## config.mk

```make
export PLATFORM = sky130hd
export DESIGN_NAME = stream_word_replace_core
export DESIGN_NICKNAME = d
export VERILOG_FILES = /design/src/sv/swr_pkg.sv /design/src/sv/swr_cell.sv /design/src/sv/swr_burst.sv /design/src/sv/stream_word_replace_core.sv
export SDC_FILE = /design/constraint.sdc
export NUM_CORES = 1
export LEC_CHECK = 0
export CAP_MARGIN = 10
export CELL_PAD_IN_SITES_DETAIL_PLACEMENT = 1
export CELL_PAD_IN_SITES_GLOBAL_PLACEMENT = 1
export CORE_UTILIZATION = 49
export DETAILED_ROUTE_END_ITERATION = 7
export DONT_BUFFER_PORTS = 1
export GPL_ROUTABILITY_DRIVEN = 0
export PLACE_DENSITY = 0.8
export RECOVER_POWER = 100
export SLEW_MARGIN = 40
export SYNTH_ARGS = -nofsm -noshare
export SYNTH_HDL_FRONTEND = slang
export SYNTH_SLANG_ARGS = --single-unit
```

## constraint.sdc

```tcl
create_clock -name clk -period 3.9 [get_ports clk]
set_input_delay 0.78 -clock clk [delete_from_list [all_inputs] [get_ports clk]]
set_output_delay 0.78 -clock clk [all_outputs]
set_load 0.02 [all_outputs]
```

## src/sv/swr_pkg.sv

```systemverilog
package swr_pkg;

  localparam int MAX_WORD = 8;
  localparam int CNT_W    = $clog2(MAX_WORD);
  localparam int LEN_W    = $clog2(MAX_WORD + 1);
  localparam int CFG_LEN_W  = 4;
  localparam int CFG_WORD_W = 64;
  localparam int CFG_IDX_W  = 2;

  typedef enum logic [CFG_IDX_W-1:0] {
    CFG_SEARCH_LEN   = 2'd0,
    CFG_REPLACE_LEN  = 2'd1,
    CFG_SEARCH_WORD  = 2'd2,
    CFG_REPLACE_WORD = 2'd3
  } cfg_idx_t;

  // one decision's worth of output bytes, handed to the output sequencer
  typedef struct packed {
    logic                        load;
    logic [LEN_W-1:0]            cnt;
    logic                        last;
    logic                        has;
    logic [MAX_WORD-1:0][7:0]    bytes;
  } burst_t;

  function automatic logic [LEN_W-1:0] eff_search_len(input logic [CFG_LEN_W-1:0] v);
    logic [LEN_W-1:0] r;
    if (v == '0) begin
      r = LEN_W'(1);
    end else if (v > CFG_LEN_W'(MAX_WORD)) begin
      r = LEN_W'(MAX_WORD);
    end else begin
      r = LEN_W'(v);
    end
    return r;
  endfunction

  function automatic logic [LEN_W-1:0] eff_replace_len(input logic [CFG_LEN_W-1:0] v);
    logic [LEN_W-1:0] r;
    if (v > CFG_LEN_W'(MAX_WORD)) begin
      r = LEN_W'(MAX_WORD);
    end else begin
      r = LEN_W'(v);
    end
    return r;
  endfunction

endpackage

```

## src/sv/swr_cell.sv

```systemverilog
module swr_cell
  import swr_pkg::*;
(
  input  logic       clk,
  input  logic       en,
  input  logic       at_tail,
  input  logic       shift,
  input  logic [7:0] in_byte,
  input  logic [7:0] nbr_view,
  input  logic [7:0] search_byte,
  output logic [7:0] view,
  output logic       eq
);

  logic [7:0] held;

  // the incoming byte lands in the cell at the tail of the window
  assign view = at_tail ? in_byte : held;
  assign eq   = (view == search_byte);

  always_ff @(posedge clk) begin
    if (en) begin
      held <= shift ? nbr_view : view;
    end
  end

endmodule

```

## src/sv/swr_burst.sv

```systemverilog
module swr_burst
  import swr_pkg::*;
(
  input  logic       clk,
  input  logic       rst,
  input  burst_t     burst,
  output logic       free,
  output logic       m_tvalid,
  input  logic       m_tready,
  output logic [7:0] m_tdata,   // out_byte
  output logic       m_tuser,   // has_byte
  output logic       m_tlast
);

  logic [MAX_WORD-1:0][7:0] bytes;
  logic [LEN_W-1:0]         cnt;
  logic                     last;
  logic                     has;
  logic                     move;

  assign move = (cnt != '0) && (!m_tvalid || m_tready);
  assign free = (cnt == '0) || ((cnt == LEN_W'(1)) && move);

  always_ff @(posedge clk) begin
    if (rst) begin
      cnt      <= '0;
      m_tvalid <= 1'b0;
    end else begin
      if (burst.load) begin
        cnt <= burst.cnt;
      end else if (move) begin
        cnt <= cnt - LEN_W'(1);
      end
      if (move) begin
        m_tvalid <= 1'b1;
      end else if (m_tready) begin
        m_tvalid <= 1'b0;
      end
    end
  end

  always_ff @(posedge clk) begin
    if (burst.load) begin
      bytes <= burst.bytes;
      last  <= burst.last;
      has   <= burst.has;
    end else if (move) begin
      for (int i = 0; i < MAX_WORD - 1; i++) begin
        bytes[i] <= bytes[i+1];
      end
      bytes[MAX_WORD-1] <= '0;
    end
    if (move) begin
      m_tdata <= has ? bytes[0] : 8'h00;
      m_tuser <= has;
      m_tlast <= last && (cnt == LEN_W'(1));
    end
  end

endmodule

```

## src/sv/stream_word_replace_core.sv

```systemverilog
// Streaming find-and-replace over a byte string, one byte per item, tlast on the
// final byte. Each non-overlapping match of search_word (1..8 bytes) is replaced
// by replace_word (0..8 bytes); other bytes pass unchanged, and unmatched bytes
// still in the lookahead window are flushed when the string ends. When the final
// item of a string yields no byte, the string ends with one bare marker (tuser low,
// tdata zero, tlast high). Unless the output stalls, an item yielding at most one
// output byte is taken every cycle; one yielding k > 1 bytes (a replacement or an
// end-of-string flush) holds the input until all but its last byte have left, the
// output sequencer sending one byte per cycle. The window is a row of eight byte
// cells compared in parallel against the search word. Writing search_len drops any
// bytes pending in the window. The user must write configuration only while the
// block is idle, which it does not enforce; no clearing pass is needed after reset.
module stream_word_replace_core
  import swr_pkg::*;
(
  input  logic                  clk,
  input  logic                  rst,
  input  logic                  cfg_we,
  input  logic [CFG_IDX_W-1:0]  cfg_index,
  input  logic [CFG_WORD_W-1:0] cfg_data,
  input  logic                  s_tvalid,
  output logic                  s_tready,
  input  logic [7:0]            s_tdata,   // in_byte
  input  logic                  s_tlast,   // in_last
  output logic                  m_tvalid,
  input  logic                  m_tready,
  output logic [7:0]            m_tdata,   // out_byte
  output logic                  m_tuser,   // has_byte
  output logic                  m_tlast    // out_last
);

  logic [CFG_LEN_W-1:0]     search_len;
  logic [CFG_LEN_W-1:0]     replace_len;
  logic [CFG_WORD_W-1:0]    search_word;
  logic [CFG_WORD_W-1:0]    replace_word;
  logic [CNT_W-1:0]         count;
  logic [CNT_W-1:0]         count_next;

  logic                     accept;
  logic                     free;
  logic [LEN_W-1:0]         slen;
  logic [LEN_W-1:0]         rlen;
  logic [LEN_W-1:0]         fill;
  logic                     full;
  logic                     match;
  logic                     shift;
  logic [MAX_WORD-1:0]      eq;
  logic [MAX_WORD-1:0][7:0] view;
  burst_t                   burst;

  assign s_tready = free;
  assign accept   = s_tvalid && s_tready;
  assign slen     = eff_search_len(search_len);
  assign rlen     = eff_replace_len(replace_len);
  assign fill     = LEN_W'(count) + LEN_W'(1);
  assign full     = (fill == slen);
  assign shift    = full && !match && !s_tlast;

  always_ff @(posedge clk) begin
    if (rst) begin
      search_len   <= CFG_LEN_W'(1);
      replace_len  <= CFG_LEN_W'(1);
      search_word  <= '0;
      replace_word <= '0;
      count        <= '0;
    end else begin
      // a search_len write empties the window
      if (cfg_we && (cfg_index == CFG_SEARCH_LEN)) begin
        count <= '0;
      end else if (accept) begin
        count <= count_next;
      end
      if (cfg_we) begin
        unique case (cfg_index)
          CFG_SEARCH_LEN:   search_len   <= cfg_data[CFG_LEN_W-1:0];
          CFG_REPLACE_LEN:  replace_len  <= cfg_data[CFG_LEN_W-1:0];
          CFG_SEARCH_WORD:  search_word  <= cfg_data;
          CFG_REPLACE_WORD: replace_word <= cfg_data;
          default: ;
        endcase
      end
    end
  end

  for (genvar i = 0; i < MAX_WORD; i++) begin : g_cell
    logic [7:0] nbr;
    if (i == MAX_WORD - 1) begin : g_top
      assign nbr = 8'h00;
    end else begin : g_mid
      assign nbr = view[i+1];
    end
    swr_cell u_cell (
      .clk         (clk),
      .en          (accept),
      .at_tail     (count == CNT_W'(i)),
      .shift       (shift),
      .in_byte     (s_tdata),
      .nbr_view    (nbr),
      .search_byte (search_word[8*i +: 8]),
      .view        (view[i]),
      .eq          (eq[i])
    );
  end

  always_comb begin
    match = 1'b1;
    for (int i = 0; i < MAX_WORD; i++) begin
      if ((LEN_W'(i) < slen) && !eq[i]) begin
        match = 1'b0;
      end
    end
  end

  always_comb begin
    burst.load  = accept;
    burst.last  = s_tlast;
    burst.has   = 1'b1;
    burst.bytes = view;
    count_next  = count;
    if (full && match) begin
      burst.bytes = replace_word;
      burst.cnt   = rlen;
      count_next  = '0;
    end else if (full) begin
      burst.cnt   = s_tlast ? slen : LEN_W'(1);
    end else begin
      burst.cnt   = s_tlast ? fill : '0;
      count_next  = CNT_W'(fill);
    end
    if (s_tlast) begin
      count_next = '0;
      // nothing left to send: one bare end marker
      if (burst.cnt == '0) begin
        burst.cnt = LEN_W'(1);
        burst.has = 1'b0;
      end
    end
  end

  swr_burst u_burst (
    .clk      (clk),
    .rst      (rst),
    .burst    (burst),
    .free     (free),
    .m_tvalid (m_tvalid),
    .m_tready (m_tready),
    .m_tdata  (m_tdata),
    .m_tuser  (m_tuser),
    .m_tlast  (m_tlast)
  );

endmodule

```

# Yosys cells after proc, flatten, opt, wreduce, memory -nomap -nowiden
# Cells that the tools add are included.
# Widths: inputs -> output; s select.
word_totals:
  ff_bits: 284
  elab_cells: 147
  input_bits: 80
  out_inout_bits: 12
op_classes:
  n_reduce_logical: 43
  n_addsub: 2
  n_lt_le_gt_ge: 10
  eq_ne: 21
  mux: 43
ops:
  columns: ["operator", "n"]
  rows:
  - ["$mux 64", 3]
  - ["$mux 8", 15]
  - ["$eq 8x8->1", 8]
  - ["$mux 4", 11]
  - ["$logic_and 1x1->1", 16]
  - ["$lt 3x4->1 const A", 4]
  - ["$eq 3x3->1 const B", 4]
  - ["$logic_not 4->1", 3]
  - ["$logic_not 1->1", 11]
  - ["$mux 1", 11]
  - ["$reduce_and 2->1", 5]
  - ["$mux 3", 3]
  - ["$gt 4x4->1 const B", 2]
  - ["$lt 1x4->1 const A", 2]
  - ["$lt 2x4->1 const A", 2]
  - ["$eq 3x2->1 const B", 2]
  - ["$add 3x1->4 const B", 1]
  - ["$eq 2x2->1 const B", 2]
  - ["$eq 4x1->1 const B", 1]
  - ["$eq 4x4->1", 1]
  - ["$reduce_bool 2->1", 2]
  - ["$reduce_bool 4->1", 1]
  - ["$sub 4x1->4 const B", 1]
  - ["$eq 3x1->1 const B", 1]
  - ["other kinds (6)", 7]

# Longest topological paths before layout
depth:
  word_depth: 19
  mapped_depth: 15
  mapped_depth_nobuf: 11

# Hierarchy
# From an unflattened synthesis, not the netlist that was laid out.
hier_totals:
  cells_unflattened: 1243
  area_unflattened_um2: 13924.6
by_module_without_submodules:
  columns: ["module", "area_per_inst_um2", "seq_area_each_um2", "cells_per_inst", "n_inst"]
  rows:
  - ["stream_word_replace_core", 6080.8, 2782.7, 751, 1]
  - ["swr_cell", 559.3, 240.2, 37, 8]
  - ["swr_burst", 3369.5, 2382.3, 196, 1]

# Least setup slack after synthesis
# OpenSTA, ideal clock, no wires.
synth_timing:
  path_kind: "input -> register"
  startpoint: "in m_tready"
  endpoint: "reg u_burst.bytes[0] in the netlist's numbering (enable)"
  path_stages: 7
  setup_time_ps: 424
  n_path_buf: 2
  t_required_ps: 3476
  arrival_time_ps: 3441
  path_slack_ps: 36
  cell_sequence: "nand2b_1 > a21oi_1 > nor3_1 > nand2_1 > clkbuf_1 > clkbuf_1 > nand2_1"
synth_via:
  elab_chain_cells: 6
synth_lines:
  columns: ["element", "line_no", "text"]
  rows:
  - ["start, declared", "stream_word_replace_core.sv:26", "input logic m_tready,"]
  - ["$logic_or 1x1->1", "swr_burst.sv:21", "assign move = (cnt != '0) && (!m_tvalid || m_tready);"]
  - ["$logic_and 1x1->1", "swr_burst.sv:21", null]
  - ["$logic_and 1x1->1", "swr_burst.sv:22", "assign free = (cnt == '0) || ((cnt == LEN_W'(1)) && move);"]
  - ["$logic_or 1x1->1", "swr_burst.sv:22", null]
  - ["named net s_tready", "stream_word_replace_core.sv:22", "output logic s_tready,"]
  - ["$logic_and 1x1->1", "stream_word_replace_core.sv:52", "assign accept = s_tvalid && s_tready;"]
  - ["$reduce_bool 2->1 (no source line)", null, null]
  - ["end signal, assigned", "swr_burst.sv:44", "bytes <= burst.bytes;"]
  - ["end signal, assigned by index", "swr_burst.sv:49", "bytes[i] <= bytes[i+1];"]
  - ["end, declared", "swr_burst.sv:15", "logic [MAX_WORD-1:0][7:0] bytes;"]
# The timed path passes the listed nets, and every way through them passes these cells.
# A chain may end at the register's enable or synchronous reset.

# Worst setup path in the final report
layout_timing:
  startpoint: "reg count[0]"
  endpoint: "reg u_burst.bytes[29] in the netlist's numbering, data pin"
layout_via:
  elab_chain_cells: 16
  elab_cells_between_ends: 53
  classes_between: "add/sub (1); eq/ne (16); mux (18); reduce/logical (18)"
layout_lines:
  columns: ["element", "line_no", "text"]
  rows:
  - ["start, declared", "stream_word_replace_core.sv:36", "logic [CNT_W-1:0] count;"]
  - ["start signal, assigned", "stream_word_replace_core.sv:71", "count <= count_next;"]
  - ["$logic_not 3->1", "stream_word_replace_core.sv:95", ".at_tail (count == CNT_W'(i)),"]
  - ["$mux 8", "swr_cell.sv:18", "assign view = at_tail ? in_byte : held;"]
  - ["$eq 8x8->1", "swr_cell.sv:19", "assign eq = (view == search_byte);"]
  - ["$logic_not 1->1", "stream_word_replace_core.sv:108", "if ((LEN_W'(i) < slen) && !eq[i]) begin"]
  - ["$logic_and 1x1->1", "stream_word_replace_core.sv:108", null]
  - ["$mux 1 (8 in a row)", "stream_word_replace_core.sv:108", null]
  - ["$logic_and 1x1->1", "stream_word_replace_core.sv:120", "if (full && match) begin"]
  - ["$mux 64 *", "stream_word_replace_core.sv:120", null]
  - ["$mux 64 *", "swr_burst.sv:43", "if (burst.load) begin"]
# Every way passes the cells marked *; elsewhere a longest branch is shown, timed or not.

==> results.py <==
metrics = {
    "status": {
        "status": "complete, but fails checks",
        "failed_checks": "max-capacitance violations, max-slew violations",
    },
    "placed_design": {
        "dp.cells": 1756,
        "io_buffer_count": 0,
        "dpl.hpwl_mm": 28.7,
    },
    "power": {
        "switching_share_pct": 33.2,
        "p_int_mw": 6.86,
        "powerDensity_mw_per_mm2": 681,
        "seq_power_share_pct": 46.2,
        "p_leak_nw": 5.63,
        "pwr-share-comb_pct": 25.8,
        "clkPwrFrac_pct": 28.0,
        "p_sw_mw": 3.41,
        "ir_worst_vdd_uv": 375,
    },
    "drt": {
        "ant_nets": 0,
        "finalWirelength_mm": 43.1,
        "wl_per_cell_um": 23.8,
        "via_count": 11100,
        "drtIter0Drc": 999,
        "routed_via_density": 6.14,
        "firstDrtPassIters": 6,
        "drc": 0,
    },
    "synthesis": {
        "synth_async_sr_flop_share_pct": 0,
        "ys_seq_area_share_pct": 52.7,
        "ys_ff_latch": 284,
        "synthDistinctLibCells": 53,
        "synth_fp_nets": 1541,
        "synth_area_per_cell_um2": 9.26,
        "yosysWarnings": 0,
        "ys.flop_type": "dfxtp_1",
        "syn_inst": 1453,
        "synthesis.area_mm2": 0.0135,
        "synth-edff-count": 140,
    },
    "worst_hold_path": {
        "hold_path_class": "primary input to flop",
        "whs_path_depth": 1,
        "hold_path_startpoint": "rst",
        "hold_path_end": "replace_word[4]$_SDFFE_PP0P_",
    },
    "timing": {
        "timing.hold.ws_ps": 301,
        "hold_viol": 0,
        "finClkSkew_ps": 19.0,
        "max_freq_mhz": 270,
        "relSlewSlack_pct": -63.0,
        "setup_violations": 0,
        "fin_crit_sh_pct": 95.0,
        "post-route-min-period_ps": 3710,
        "timing.final.max_slew_violations": 165,
        "tightest_slew_ps": 2440,
        "rsz0062_at_grt": "no",
    },
    "flow_run": {
        "maxCapViolations": 4,
    },
    "critical_path": {
        "r2r_end": "u_burst.bytes[29]$_DFFE_PP_",
        "path_max_fanout": 33,
        "critPathKind": "flop to flop",
        "reg2regPathDepth": 13,
        "endpoint_kind": "flop",
        "r2r-start": "count[0]$_SDFFE_PP0P_",
        "r2r_slack_ps": 190,
        "arrival_ps": 3990,
        "start_kind": "flop",
        "cp.required_ps": 4180,
    },
    "clock_network": {
        "cts_made_buffers": 31,
        "cts_hold_buf": 0,
        "clock-sinks": 284,
        "insertion_delay_ps": 580,
        "cts_resized": 5,
        "postCtsSetupRepairBufs": 0,
        "htreeDepth": 1,
        "root_buffer": "clkbuf_16",
        "clkTransAtPathRegs_ps": 60,
        "tritoncts": "yes",
        "clockBufferDepth": 3,
    },
    "global_route": {
        "grt_pass1_vias": 11700,
        "grt_pass1_wl_mm": 66.6,
        "grt_start_max_net_pins": 145,
        "grt_usage_pct": 30.8,
        "overflow": 0,
        "antenna_found_initial": 0,
    },
    "die": {
        "die_h_um": 168,
        "fp.dieW_um": 168,
        "num_rows": 60,
        "start_util_pct": 49.9,
        "dieArea_mm2": 0.0281,
        "core_area_mm2": 0.0270,
        "pin_count": 92,
    },
    "cells_and_area": {
        "syn_to_final_growth_pct": 12.0,
        "final_cells": 1815,
        "finalCoreUtilization_pct": 55.9,
        "final_net_count": 1536,
        "final_layout_size_suffix_gt1_share_pct": 9.16,
    },
}
kinds of logic after synthesis:
| group | synth area share (%) |
|---|---|
| and+or+nand+nor | 13.3 |
| adders and majority gates | 0.744 |
| AOI/OAI and AO/OA | 15.9 |
| xor gates and xnor gates | 3.45 |
| buffers and inverters | 4.68 |
| muxes | 9.20 |
| DFF | 52.7 |
layer usage:
metal	vias to the layer above	part of all wire, %	track usage, %
met5	-	0	0
met4	0	3.9	12.5
met3	109	5.9	4.92
met2	392	49	52.8
met1	5576	41	38.6
li1	5061	-	-
per-stage QoR:
step | power, mW | cell area [um^2] | worst slack [ps] | setup TNS [ps]
finish | 10.3 | 15100 | 194 | 0
global placement | 7.23 | 14100 | 18.2 | 0
detailed placement | 7.40 | 14100 | -27.4 | -66.9
global route | 10.7 | 15100 | 6.80 | 0
floorplan | 6.31 | 13500 | 35.8 | 0
CTS | 10.3 | 15100 | 3.07 | 0
cells in the final DEF, fill, tap and decap left out, drive strengths merged, types with 5 or more instances in the layout:
master  instances
nand2         330
o21ai         179
dfxtp         144
edfxtp        140
a21oi         139
mux2i         122
buf            61
clkbuf         59
nor2           49
inv            47
xor2           31
o22ai          30
xnor2          22
nor3           10
a211oi         10
and2           10
nand3           9
ha              8
a31oi           6
clkinv          6
nor4            6
nand4           5
o221ai          5
nand2b          5
layout make-up:
type | instances | area [um^2]
Clock buffer | 50 | 958
Tap cell | 341 | 427
Timing Repair Buffer | 70 | 538
Inverter | 45 | 169
Sequential cell | 284 | 7090
Multi-Input combinational cell | 1016 | 5840
Fill cell | 3038 | 11900
Antenna cell | 1 | 2.50
Clock inverter | 8 | 45.0
how the worst max path moves through the flow:
| stage | from | end | slack [ps] | cells after the start |
|---|---|---|---|---|
| after global placement | count[0]$_SDFFE_PP0P_ | u_burst.bytes[7]$_DFFE_PP_ | 20 | 12 |
| after CTS | count[0]$_SDFFE_PP0P_ | u_burst.bytes[50]$_DFFE_PP_ | 3 | 12 |
| after floorplan | m_tready | u_burst.bytes[0]$_DFFE_PP_ | 40 | 7 |
| after global routing | count[0]$_SDFFE_PP0P_ | count[2]$_SDFFE_PP0P_ | 7 | 14 |
| after detailed placement | count[0]$_SDFFE_PP0P_ | u_burst.bytes[24]$_DFFE_PP_ | -30 | 12 |
| final | count[0]$_SDFFE_PP0P_ | u_burst.bytes[29]$_DFFE_PP_ | 190 | 13 |
synthesized netlist by cell type (all sizes together), types with 21 or more instances:
cell type,number,share of area (%)
nand2,330,9.2
o21ai,179,6.7
dfxtp,144,21
edfxtp,140,31
a21oi,139,5.2
mux2i,122,9.2
clkbuf,87,2.5
nor2,49,1.4
inv,45,1.3
xor2,31,2.0
o22ai,30,1.4
xnor2,22,1.4
buf,21,0.95
worst max-delay path: stages (launching register included):
cell and delay [ps]:
dfxtp_1 420, inv_1 150, ha_1 240, nand2b_1 170, mux2i_4 360, xor2_1 220
o211ai_1 130, o41a_1 510, nor3_1 170, buf_4 170, nand3_2 180, buf_4 310
o21ai_0 230, o21ai_0 130
power groups by stage:
stage,clock network (mW),registers (mW),logic (mW)
5_1_grt,3.02,4.80,2.90
2_1_floorplan,0,4.63,1.69
4_1_cts,2.90,4.70,2.71
3_5_place_dp,0,4.75,2.65
6_report,2.87,4.74,2.65
3_3_place_gp,0,4.72,2.51
sequential cells by signal (all words and copies together) (netlist names):
name                cells
u_burst.last            1
u_burst.m_tlast         1
u_burst.m_tuser         1
u_burst.has             1
replace_len             4
u_burst.bytes          64
u_burst.cnt             4
g_cell.u_cell.held     64
search_word            64
replace_word           64
u_burst.m_tvalid        1
count                   3
search_len              4
u_burst.m_tdata         8
(Power assumes the default switching activity.)
